--- config.mk ---
export PLATFORM = sky130hd
export DESIGN_NAME = subset_rank_bound_saturation_top
export DESIGN_NICKNAME = d
export VERILOG_FILES = /design/src/rtl/core/srbs_pkg.sv /design/src/rtl/core/srbs_ram.sv /design/src/rtl/core/subset_rank_bound_saturation_top.sv
export SDC_FILE = /design/constraint.sdc
export NUM_CORES = 1
export LEC_CHECK = 0
export BUFFER_PORTS_ARGS = -buffer_cell sky130_fd_sc_hd__buf_2
export CAP_MARGIN = 10
export CORE_MARGIN = 2
export CORE_UTILIZATION = 40
export CTS_BUF_LIST = sky130_fd_sc_hd__clkbuf_8
export DETAILED_ROUTE_END_ITERATION = 10
export GPL_TIMING_DRIVEN = 0
export SLEW_MARGIN = 20
export SYNTH_ARGS = -nofsm -noshare
export SYNTH_HDL_FRONTEND = slang
export SYNTH_SLANG_ARGS = --single-unit
--- constraint.sdc ---
create_clock -name clk_i -period 5.8 [get_ports clk_i]
set_input_delay 0.87 -clock clk_i [delete_from_list [all_inputs] [get_ports clk_i]]
set_output_delay 0.87 -clock clk_i [all_outputs]
set_load 0.005 [all_outputs]
--- src/rtl/core/srbs_pkg.sv ---
`default_nettype none

package srbs_pkg;

  // Fixed field widths of the item and result ports
  localparam int unsigned SubsetW  = 5;
  localparam int unsigned RankW    = 8;
  localparam int unsigned FiredW   = 13;
  localparam int unsigned PointW   = 3;

  localparam logic [PointW-1:0] PointRst = 3'd5;

  // Defaults for the top-level parameters
  localparam int unsigned MaxPointsDef = 5;
  localparam int unsigned RankBitsDef  = 8;

  // Operation codes
  localparam logic OpLoad = 1'b0;
  localparam logic OpRun  = 1'b1;

  typedef struct packed {
    logic               operation;
    logic [SubsetW-1:0] subset_index;
    logic [RankW-1:0]   rank_upper;
    logic [RankW-1:0]   rank_lower;
  } item_t;

  typedef struct packed {
    logic [SubsetW-1:0] subset_id;
    logic [RankW-1:0]   upper_bound;
    logic [RankW-1:0]   lower_bound;
    logic [FiredW-1:0]  fired_count;
    logic               last;
  } result_t;

  typedef enum logic [1:0] {
    StIdle,
    StRun,
    StEmit
  } state_e;

  // Micro-steps of one pair, in execution order
  typedef enum logic [3:0] {
    StRs1,
    StRs3,
    StRs2,
    StRs4,
    StSumU5,
    StRs5,
    StSumU6,
    StRs6,
    StSumL7,
    StRs7,
    StSumL8,
    StRs8
  } step_e;

endpackage

`default_nettype wire

--- src/rtl/core/srbs_ram.sv ---
`default_nettype none

module srbs_ram #(
  parameter  int unsigned Width = 8,
  parameter  int unsigned Depth = 32,
  localparam int unsigned AddrW = $clog2(Depth)
) (
  input  wire logic             clk_i,
  input  wire logic             we_i,
  input  wire logic [AddrW-1:0] waddr_i,
  input  wire logic [Width-1:0] wdata_i,
  input  wire logic [AddrW-1:0] raddr_a_i,
  output logic      [Width-1:0] rdata_a_o,
  input  wire logic [AddrW-1:0] raddr_b_i,
  output logic      [Width-1:0] rdata_b_o
);

  logic [Width-1:0] mem_q [Depth];
  logic [Width-1:0] rdata_a_q;
  logic [Width-1:0] rdata_b_q;

  always_ff @(posedge clk_i) begin
    if (we_i) begin
      mem_q[waddr_i] <= wdata_i;
    end
    rdata_a_q <= mem_q[raddr_a_i];
    rdata_b_q <= mem_q[raddr_b_i];
  end

  assign rdata_a_o = rdata_a_q;
  assign rdata_b_o = rdata_b_q;

endmodule

`default_nettype wire

--- src/rtl/core/subset_rank_bound_saturation_top.sv ---
// Load item: one per cycle while idle, written at the edge that accepts it, no result.
// Run item: each ordered pair takes 12 read/update steps, each an issue and an update phase, on
// the two-read-port bound RAMs; busy stays high from the accepting edge until the last strobe.
// The run ends in 2^n consecutive result strobes; the
// last shows with busy low, so the next item can be taken at its edge. No receiver stall.
// Reset sets point_count to 5; every bound reads as its power-on value via per-entry flags.
`default_nettype none

module subset_rank_bound_saturation_top import srbs_pkg::*; #(
  parameter int unsigned MaxPoints = MaxPointsDef,
  parameter int unsigned RankBits  = RankBitsDef
) (
  input  wire logic              clk_i,
  input  wire logic              rst_ni,
  input  wire logic              start,
  output logic                   busy,
  input  wire item_t             item_i,
  output logic                   result_valid_o,
  output result_t                result_o,
  input  wire logic              cfg_we_i,
  input  wire logic [PointW-1:0] cfg_wdata_i
);

  localparam int unsigned IdxW  = MaxPoints;
  localparam int unsigned Depth = 1 << MaxPoints;
  localparam int unsigned SumW  = RankBits + 1;
  localparam int unsigned ValW  = RankBits + 2;

  typedef logic [IdxW-1:0]     idx_t;
  typedef logic [RankBits-1:0] rank_t;

  state_e             state_q, state_d;
  step_e              step_q, step_d;
  logic               phase_q, phase_d;
  idx_t               x_q, x_d, y_q, y_d, top_q, top_d, k_q, k_d;
  logic [FiredW-1:0]  fired_q, fired_d;
  logic [SumW-1:0]    sum_q, sum_d;
  logic [PointW-1:0]  point_q;
  logic [Depth-1:0]   valid_u_q, valid_l_q;
  logic               emit_v_q, emit_v_d, emit_last_q, emit_last_d;
  idx_t               emit_k_q;

  idx_t  ua_addr, ub_addr, la_addr, lb_addr;
  idx_t  ua_addr_q, ub_addr_q, la_addr_q, lb_addr_q;
  logic  ua_vld_q, ub_vld_q, la_vld_q, lb_vld_q;
  rank_t ua_ram, ub_ram, la_ram, lb_ram;
  rank_t ua, ub, la, lb;

  logic  u_we, l_we, fire;
  idx_t  u_waddr, l_waddr;
  rank_t u_wdata, l_wdata;

  logic              accept, load_fits, sub_xy, sub_yx, lt_56, gt_78;
  idx_t              mi, mu, top_run;
  logic [PointW-1:0] n_eff;
  logic [ValW-1:0]   v_56, v_78;

  function automatic rank_t upper_rst(idx_t a);
    int unsigned c;
    c = $countones(a);
    if (c > 4) begin
      c = 4;
    end
    return RankBits'(c);
  endfunction

  function automatic rank_t lower_rst(idx_t a);
    return RankBits'(a != '0);
  endfunction

  assign busy      = (state_q != StIdle);
  assign accept    = start && !busy;
  assign load_fits = ((32'(item_i.subset_index) >> MaxPoints) == 32'd0);

  assign mi     = x_q & y_q;
  assign mu     = x_q | y_q;
  assign sub_xy = (mi == x_q);
  assign sub_yx = (mi == y_q);

  always_comb begin
    n_eff = point_q;
    if (point_q == '0) begin
      n_eff = PointW'(1);
    end else if (point_q > PointW'(MaxPoints)) begin
      n_eff = PointW'(MaxPoints);
    end
  end
  assign top_run = IdxW'((32'd1 << n_eff) - 32'd1);

  // Bound RAMs: the read data of an entry never written is replaced by its reset value
  srbs_ram #(.Width(RankBits), .Depth(Depth)) u_upper_ram (
    .clk_i     (clk_i),
    .we_i      (u_we),
    .waddr_i   (u_waddr),
    .wdata_i   (u_wdata),
    .raddr_a_i (ua_addr),
    .rdata_a_o (ua_ram),
    .raddr_b_i (ub_addr),
    .rdata_b_o (ub_ram)
  );

  srbs_ram #(.Width(RankBits), .Depth(Depth)) u_lower_ram (
    .clk_i     (clk_i),
    .we_i      (l_we),
    .waddr_i   (l_waddr),
    .wdata_i   (l_wdata),
    .raddr_a_i (la_addr),
    .rdata_a_o (la_ram),
    .raddr_b_i (lb_addr),
    .rdata_b_o (lb_ram)
  );

  assign ua = ua_vld_q ? ua_ram : upper_rst(ua_addr_q);
  assign ub = ub_vld_q ? ub_ram : upper_rst(ub_addr_q);
  assign la = la_vld_q ? la_ram : lower_rst(la_addr_q);
  assign lb = lb_vld_q ? lb_ram : lower_rst(lb_addr_q);

  // Submodularity candidates
  assign v_56  = {1'b0, sum_q} - {2'b00, la};
  assign v_78  = {1'b0, sum_q} - {2'b00, ua};
  assign lt_56 = $signed(v_56) < $signed({2'b00, ua});
  assign gt_78 = $signed(v_78) > $signed({2'b00, la});

  // Read addresses for the issue cycle of each step, and for the reads while emitting
  always_comb begin
    ua_addr = x_q;
    ub_addr = y_q;
    la_addr = x_q;
    lb_addr = y_q;
    if (state_q == StEmit) begin
      ua_addr = k_q;
      la_addr = k_q;
    end else begin
      unique case (step_q) inside
        StRs1, StRs2, StRs3, StRs4, StSumU5, StSumU6: begin
        end
        StRs5: begin
          la_addr = mi;
          ua_addr = mu;
        end
        StRs6: begin
          la_addr = mu;
          ua_addr = mi;
        end
        StSumL7, StSumL8: begin
          la_addr = mi;
          lb_addr = mu;
        end
        StRs7: begin
          ua_addr = y_q;
          la_addr = x_q;
        end
        StRs8: begin
          ua_addr = x_q;
          la_addr = y_q;
        end
        default: begin
        end
      endcase
    end
  end

  always_comb begin
    state_d     = state_q;
    step_d      = step_q;
    phase_d     = phase_q;
    x_d         = x_q;
    y_d         = y_q;
    top_d       = top_q;
    k_d         = k_q;
    fired_d     = fired_q;
    sum_d       = sum_q;
    emit_v_d    = 1'b0;
    emit_last_d = 1'b0;
    fire        = 1'b0;
    u_we        = 1'b0;
    u_waddr     = x_q;
    u_wdata     = ua;
    l_we        = 1'b0;
    l_waddr     = x_q;
    l_wdata     = la;

    unique case (state_q)
      StIdle: begin
        if (accept) begin
          if (item_i.operation == OpRun) begin
            state_d = StRun;
            step_d  = StRs1;
            phase_d = 1'b0;
            x_d     = IdxW'(1);
            y_d     = IdxW'(1);
            top_d   = top_run;
            fired_d = '0;
          end else if (load_fits) begin
            u_we    = 1'b1;
            u_waddr = IdxW'(item_i.subset_index);
            u_wdata = RankBits'(item_i.rank_upper);
            l_we    = 1'b1;
            l_waddr = IdxW'(item_i.subset_index);
            l_wdata = RankBits'(item_i.rank_lower);
          end
        end
      end

      StRun: begin
        if (!phase_q) begin
          phase_d = 1'b1;
        end else begin
          phase_d = 1'b0;
          unique case (step_q) inside
            StRs1: begin
              fire    = sub_xy && (la > lb);
              l_we    = fire;
              l_waddr = y_q;
              l_wdata = la;
            end
            StRs3: begin
              fire    = sub_xy && (ub < ua);
              u_we    = fire;
              u_waddr = x_q;
              u_wdata = ub;
            end
            StRs2: begin
              fire    = sub_yx && (lb > la);
              l_we    = fire;
              l_waddr = x_q;
              l_wdata = lb;
            end
            StRs4: begin
              fire    = sub_yx && (ub > ua);
              u_we    = fire;
              u_waddr = y_q;
              u_wdata = ua;
            end
            StSumU5, StSumU6: begin
              sum_d = {1'b0, ua} + {1'b0, ub};
            end
            StRs5: begin
              fire    = lt_56;
              u_we    = fire;
              u_waddr = mu;
              u_wdata = v_56[RankBits-1:0];
            end
            StRs6: begin
              fire    = lt_56;
              u_we    = fire;
              u_waddr = mi;
              u_wdata = v_56[RankBits-1:0];
            end
            StSumL7, StSumL8: begin
              sum_d = {1'b0, la} + {1'b0, lb};
            end
            StRs7: begin
              fire    = gt_78;
              l_we    = fire;
              l_waddr = x_q;
              l_wdata = v_78[RankBits-1:0];
            end
            StRs8: begin
              fire    = gt_78;
              l_we    = fire;
              l_waddr = y_q;
              l_wdata = v_78[RankBits-1:0];
            end
            default: begin
            end
          endcase

          if (fire) begin
            fired_d = fired_q + FiredW'(1);
          end

          // Advance to the next step, or to the next pair after the last rule, or to emission after the last pair
          if (step_q == StRs8) begin
            step_d = StRs1;
            if (y_q == top_q) begin
              y_d = IdxW'(1);
              if (x_q == top_q) begin
                state_d = StEmit;
                k_d     = '0;
              end else begin
                x_d = x_q + IdxW'(1);
              end
            end else begin
              y_d = y_q + IdxW'(1);
            end
          end else begin
            step_d = step_e'(step_q + 4'd1);
          end
        end
      end

      StEmit: begin
        emit_v_d    = 1'b1;
        emit_last_d = (k_q == top_q);
        if (k_q == top_q) begin
          state_d = StIdle;
        end else begin
          k_d = k_q + IdxW'(1);
        end
      end

      default: begin
        state_d = StIdle;
      end
    endcase
  end

  always_ff @(posedge clk_i or negedge rst_ni) begin
    if (!rst_ni) begin
      state_q     <= StIdle;
      step_q      <= StRs1;
      phase_q     <= 1'b0;
      point_q     <= PointRst;
      valid_u_q   <= '0;
      valid_l_q   <= '0;
      emit_v_q    <= 1'b0;
      emit_last_q <= 1'b0;
      fired_q     <= '0;
    end else begin
      state_q     <= state_d;
      step_q      <= step_d;
      phase_q     <= phase_d;
      emit_v_q    <= emit_v_d;
      emit_last_q <= emit_last_d;
      fired_q     <= fired_d;
      if (cfg_we_i) begin
        point_q <= cfg_wdata_i;
      end
      if (u_we) begin
        valid_u_q[u_waddr] <= 1'b1;
      end
      if (l_we) begin
        valid_l_q[l_waddr] <= 1'b1;
      end
    end
  end

  // Payload and read-side tracking registers
  always_ff @(posedge clk_i) begin
    x_q       <= x_d;
    y_q       <= y_d;
    top_q     <= top_d;
    k_q       <= k_d;
    sum_q     <= sum_d;
    emit_k_q  <= k_q;
    ua_addr_q <= ua_addr;
    ub_addr_q <= ub_addr;
    la_addr_q <= la_addr;
    lb_addr_q <= lb_addr;
    ua_vld_q  <= valid_u_q[ua_addr];
    ub_vld_q  <= valid_u_q[ub_addr];
    la_vld_q  <= valid_l_q[la_addr];
    lb_vld_q  <= valid_l_q[lb_addr];
  end

  assign result_valid_o       = emit_v_q;
  assign result_o.subset_id   = SubsetW'(emit_k_q);
  assign result_o.upper_bound = RankW'(ua);
  assign result_o.lower_bound = RankW'(la);
  assign result_o.fired_count = fired_q;
  assign result_o.last        = emit_last_q;

endmodule

`default_nettype wire

[Word level (Yosys, flattened, before mapping)]
Memory sizes are Yosys's and may differ from the RTL's. A register that Yosys moved wholly into a read port is not among the register bits.
Cells that the tools add are included.
Operators by class
  multiply operators: 0
  shift-type cells: 1
  equal/unequal tests: 28
  div/mod/pow operators: 0
  bitwise operators: 4
  mux-type cells: 101
  $add $sub $neg: 18
  order comparisons: 17
  reductions and logical operators: 32
Operators with widths (count)
  $mux 5: 23
  $mux 8: 10
  $or 32x32->32: 2
  $pmux 8 s2: 4
  $mux 13: 4
  $pmux 5 s2: 5
  $pmux 5 s3: 3
  $lt 5x6->1 const B: 6
  $pmux 13 s2: 1
  $eq 5x5->1: 5
  $gt 8x8->1: 3
  $mux 4: 6
  $mux 1: 21
  $bmux 1 s5: 4
  $sub 9x8->10: 2
  $add 8x8->9: 2
  $ne 2x2->1 const B: 9
  $pmux 9 s2: 1
  $eq 4x3->1 const B: 4
  $eq 4x4->1 const B: 4
  $add 5x1->5 const B: 3
  $mux 2: 7
  $reduce_and 7->1: 2
  $add 13x1->13 const B: 1
  other kinds (39): 69
Word-level totals
  output and inout bits: 37
  bits of input ports: 29
  memories: 2
  latch bits: 0
  RAM bits: 512
  logic and storage cells: 226
  register bits: 147
  ROM bits: 0
Memory list
  u_lower_ram.mem_q: words 32, bits a word 8, rd ports 2, clocked after Yosys merged registers in 2, wr ports 1, line srbs_ram.sv:18  | logic [Width-1:0] mem_q [Depth];
  u_upper_ram.mem_q: words 32, bits a word 8, rd ports 2, clocked after Yosys merged registers in 2, wr ports 1, line srbs_ram.sv:18

[Depth between registers and ports, before layout]
  depth in word-level cells: 14
  gate-level depth with buffers: 25
  mapped depth without buffers: 23

[By module]
From an unflattened synthesis, not the netlist that was laid out.
Second synthesis, totals
  cells, all modules: 2233
  area total of the unflattened synthesis: 35253.8 µm²
By module, submodules not included
  srbs_ram: area each 12208.0 µm², times used 2, cells each 532, seq. area each 8007.7 µm²
  subset_rank_bound_saturation_top: area each 10837.9 µm², times used 1, cells each 1169, seq. area each 3681.0 µm²

[Worst setup path after synthesis]
OpenSTA, ideal clock, no wires.
  path type: register to register
  start: reg ua_addr_q[0]
  end: mem u_lower_ram.mem_q[26][0], enable pin
  arrival: 5472 ps
  stages on the path, launching flop included: 25
  period minus slack after synthesis: 5867 ps
  slack: -67 ps
  cells stage by stage: dfxtp_1 > fa_1 > inv_1 > fa_1 > inv_1 > ha_1 > mux2_2 > inv_1 > ha_1 > nor2b_1 > o31ai_1 > a21oi_1 > o21a_1 > nor2_1 > xnor2_1 > ha_1 > nand4_1 > o22ai_1 > a31o_2 > a21oi_1 > o21ai_1 > nor2b_1 > buf_2 > buf_1 > nor4_1
RTL lines
  start, declared: line subset_rank_bound_saturation_top.sv:44  | idx_t ua_addr_q, ub_addr_q, la_addr_q, lb_addr_q;
  start signal, assigned: line subset_rank_bound_saturation_top.sv:347  | ua_addr_q <= ua_addr;
  end, declared: line srbs_ram.sv:18

[Worst setup path in the final report]
  start: reg ua_addr_q[0]
  end: mem u_lower_ram.mem_q[26][2], enable pin
On the way
  longest elaborated chain between the ends: 13
RTL lines
  $add 1x1->2 (implied by the code) *: line subset_rank_bound_saturation_top.sv:60  | c = $countones(a);
  $add 2x2->3 (implied by the code) *: line subset_rank_bound_saturation_top.sv:60
  $add 3x1->4 (implied by the code) *: line subset_rank_bound_saturation_top.sv:60
  $gt 4x3->1: line subset_rank_bound_saturation_top.sv:61  | if (c > 4) begin
  $mux 4 *: line subset_rank_bound_saturation_top.sv:61
  $mux 8 *: line subset_rank_bound_saturation_top.sv:113  | assign ua = ua_vld_q ? ua_ram : upper_rst(ua_addr_q);
  $sub 9x8->10 *: line subset_rank_bound_saturation_top.sv:120  | assign v_78 = {1'b0, sum_q} - {2'b00, ua};
  $gt 10x9->1 *: line subset_rank_bound_saturation_top.sv:122  | assign gt_78 = $signed(v_78) > $signed({2'b00, la});
  $pmux 1 s3 *: line subset_rank_bound_saturation_top.sv:210  | unique case (step_q) inside
  $mux 1 *: line subset_rank_bound_saturation_top.sv:206  | if (!phase_q) begin
  $pmux 1 s2 *: line subset_rank_bound_saturation_top.sv:183  | unique case (state_q)
  $mux 1 *: line srbs_ram.sv:23  | if (we_i) begin
  $mux 1 (implied by the code) *: line srbs_ram.sv:24  | mem_q[waddr_i] <= wdata_i;
Every way passes the cells marked *; elsewhere a longest branch is shown, timed or not.

==> results.cfg <==
[run_status]
status = finished clean

[detailed_routing]
first_iter_violations = 4548
vias_per_cell = 6.21
firstDrtPassIters = 8
drc = 0
wire_per_inst_um = 29.9
dr_total_vias = 27740
ant_nets = 0
routed_wl_mm = 134

[setup_path]
r2r_cells = 25
setup.worst_path.start_class = flip-flop
cp_data_arrival_time_ns = 6.14
reg2reg_slack_ns = 0.13
critical_path_required_ns = 6.27
worstPathMaxFanout = 8
cp-end-kind = flip-flop
r2r_end = u_lower_ram.mem_q[26][2]
rr_startpoint = ua_addr_q[0]
worstSetupPathType = flip-flop to flip-flop

[yosys]
synthXorXnorAreaFrac = 0.0121
synth_top_family_by_area = multiplexers
ys_seq_elements = 691
netlist_instances = 2927
synth.avg_cell_area_um2 = 12.3
synth_fa_ha_area_frac = 0.0297
synth_compound_area_frac = 0.0927
yosys_warnings = 0
netlist_area_um2 = 36100
muxShareOfSynthArea = 0.166
syn_nets = 3037
synth-simple-area-share = 0.119
async_flop_share = 0.129
synth_edf_count = 541
synth_cell_types = 92
yosysSeqAreaShare = 0.545
synthFlopType = edfxtp_1

[sta]
worst_pin_slew_ns = 1.21
setup_viol = 0
min_period_ns = 5.67
drv_slew = 0
fin_crit_sh = 0.978
holdWs_ns = 0.354
fin_skew_ns = 0.0699
max_freq_mhz = 176
hold_violations = 0
slew_headroom = 0.196

[clock_tree]
cts_buffers = 114
cts_tree = built
clk_pin_slew_ns = 0.07
clockRootBuffer = clkbuf_8
htree_levels = 3
insertion_delay_ns = 0.78
cts.sinks = 691
clk_path_buf_depth = 3

[final_layout]
layout.cells.non_filler = 4469
syn_to_final_growth_pct = 16.9
drive_gt1_frac = 0.209
final_util = 0.471
fin_nets = 3299
final_cell_area_um2 = 42300

[placement]
gp_congestion = 1.01
place_area_um2 = 38900
placedCellCount = 4217
dp_hpwl_mm = 99.5
portBuffers = 65

[power_and_ir_drop]
vdd_drop_max_mv = 0.189
leakagePower_nw = 16.2
p_per_area_nw_per_um2 = 228

[floorplan]
die_w_um = 305
chipHeight_um = 305
die_area_um2 = 92800
rows = 110
coreArea_um2 = 89700
boundaryPins = 66
start_util = 0.403

[grt]
grt_pass1_wl_mm = 190
gr-total-overflow = 0
grt_max_degree = 67
track_usage = 0.282
antenna_found_initial = 10
grt_pass1_vias = 26554

[worst_hold_path]
hp-class = input port to flip-flop
hp-start = cfg_wdata_i[2]
whs_path_depth = 2
min_to = point_q[2]

[job]
maxCapViolCount = 0
[metrics by stage]
stage / power [mW] / setup slack, ns / TNS, ns
after CTS: 9.69 / -0.0654 / -1.50
after detailed placement: 5.43 / -1.75 / -700.47
final: 9.65 / 0.130 / 0
after floorplan: 5.39 / -0.0666 / -8.94
after global placement: 5.42 / -2.49 / -1395.80
after global routing: 9.90 / -0.0330 / -0.295
[worst max-delay path, cell delays in order (launching register included)]
cell and delay, ns:
dfxtp_2 0.33, fa_1 0.53, inv_1 0.05, fa_1 0.38, inv_1 0.06, ha_1 0.22, mux2_4 0.35, clkinv_4 0.08
ha_1 0.22, nor2b_4 0.14, o31ai_4 0.26, nand2b_1 0.11, a21oi_2 0.16, xnor2_1 0.13, ha_2 0.35, o21a_1 0.11
o21a_1 0.10, o22ai_1 0.07, a31o_2 0.25, a21oi_4 0.23, o21ai_4 0.12, nor2b_4 0.17, buf_12 0.18, buf_16 0.15
nor4_4 0.38, buf_6 0.21
[report_power, final]
group | switching [mW] | total [mW] | internal, mW | leakage [nW]
combinational | 0.0260 | 0.0415 | 0.0155 | 8.48
clock | 2.10 | 4.32 | 2.22 | 1.31
sequential | 0.00357 | 5.28 | 5.28 | 6.45
total | 2.13 | 9.65 | 7.51 | 16.2
[cells in the final DEF (no fill, tap or decap), types with 78 or more instances in the layout]
master / synthesis / routed
clkbuf_8: 0 / 122
mux2i_1: 287 / 287
edfxtp_1: 541 / 541
clkbuf_1: 101 / 89
dfrtp_1: 87 / 87
inv_1: 87 / 126
nand3_1: 120 / 120
a21oi_1: 84 / 78
mux4_2: 127 / 127
nand2_1: 399 / 398
buf_2: 48 / 114
[cells by family after synthesis]
kind of cell | count (synthesis)
and+or+nand+nor | 897
DFF | 691
AOI/OAI and AO/OA | 480
muxes | 437
buffers and inverters | 291
adders and majority gates | 81
xor gates and xnor gates | 49
other | 1
[state kept, by name, indices dropped and copies added, names as in the netlist, 9 cells and up]
name and flops:
u_lower_ram.mem_q 256, valid_l_q 32, u_upper_ram.mem_q 256, fired_q 13
valid_u_q 32, sum_q 9
[synthesized netlist by cell type, drive strengths merged (24+ instances only)]
| library cell | n | share of area |
|---|---|---|
| nand2 | 400 | 0.042 |
| o21ai | 75 | 0.010 |
| mux4 | 127 | 0.079 |
| a31oi | 37 | 0.0064 |
| nor2 | 89 | 0.0094 |
| clkbuf | 101 | 0.010 |
| or2 | 28 | 0.0048 |
| nand4 | 48 | 0.0083 |
| mux2i | 287 | 0.079 |
| nand3 | 120 | 0.017 |
| edfxtp | 541 | 0.45 |
| xnor2 | 26 | 0.0063 |
| nor3 | 54 | 0.0083 |
| a22oi | 56 | 0.012 |
| o41ai | 25 | 0.0061 |
| nand2b | 28 | 0.0048 |
| nor4 | 28 | 0.0054 |
| and2 | 24 | 0.0042 |
| buf | 92 | 0.015 |
| dfrtp | 87 | 0.060 |
| a21oi | 85 | 0.012 |
| and3 | 27 | 0.0047 |
| inv | 93 | 0.0097 |
| dfxtp | 61 | 0.034 |
| ha | 73 | 0.025 |
| a32oi | 27 | 0.0065 |
[how the worst max path moves through the flow]
stage | start | endpoint | depth (start not counted) | slack, ns
after floorplan | ua_addr_q[0] | u_lower_ram.mem_q[26][0] | 24 | -0.07
after global placement | ua_addr_q[0] | u_lower_ram.mem_q[28][2] | 23 | -2.49
after detailed placement | ua_addr_q[0] | u_lower_ram.mem_q[21][4] | 24 | -1.75
after CTS | ua_addr_q[0] | u_lower_ram.mem_q[16][6] | 23 | -0.07
after global routing | ua_addr_q[0] | u_lower_ram.mem_q[26][2] | 25 | -0.03
final | ua_addr_q[0] | u_lower_ram.mem_q[26][2] | 25 | 0.13
[per-layer routing]
metal / GRT usage / wire length (um)
met1: 0.391 / 53500
met3: 0.0778 / 16400
met4: 0.111 / 5630
met2: 0.421 / 58000
met5: 0 / 68
[area by class of cell]
| class | count | area (um2) |
|---|---|---|
| fillers | 7981 | 47500 |
| flip-flops and latches | 691 | 19700 |
| multi-input cells | 1945 | 16200 |
| clock buffers | 122 | 1680 |
| well taps | 1176 | 1470 |
| repair buffers | 148 | 1260 |
| plain buffers | 191 | 986 |
| clock inverters | 91 | 569 |
| inverters | 98 | 379 |
| diodes | 7 | 17.5 |
[timing repair]
item | in CTS | in global routing
hold endpoints to repair | 23 | 0
pin swaps | 29 | 18
endpoints found under the setup margin | 589 | 509
gates cloned | 0 | 1
buffers inserted | 17 | 15
hold buffers | 1 | 0
gates resized for setup | 131 | 44
Note: power is estimated with default switching activity, not from simulation.
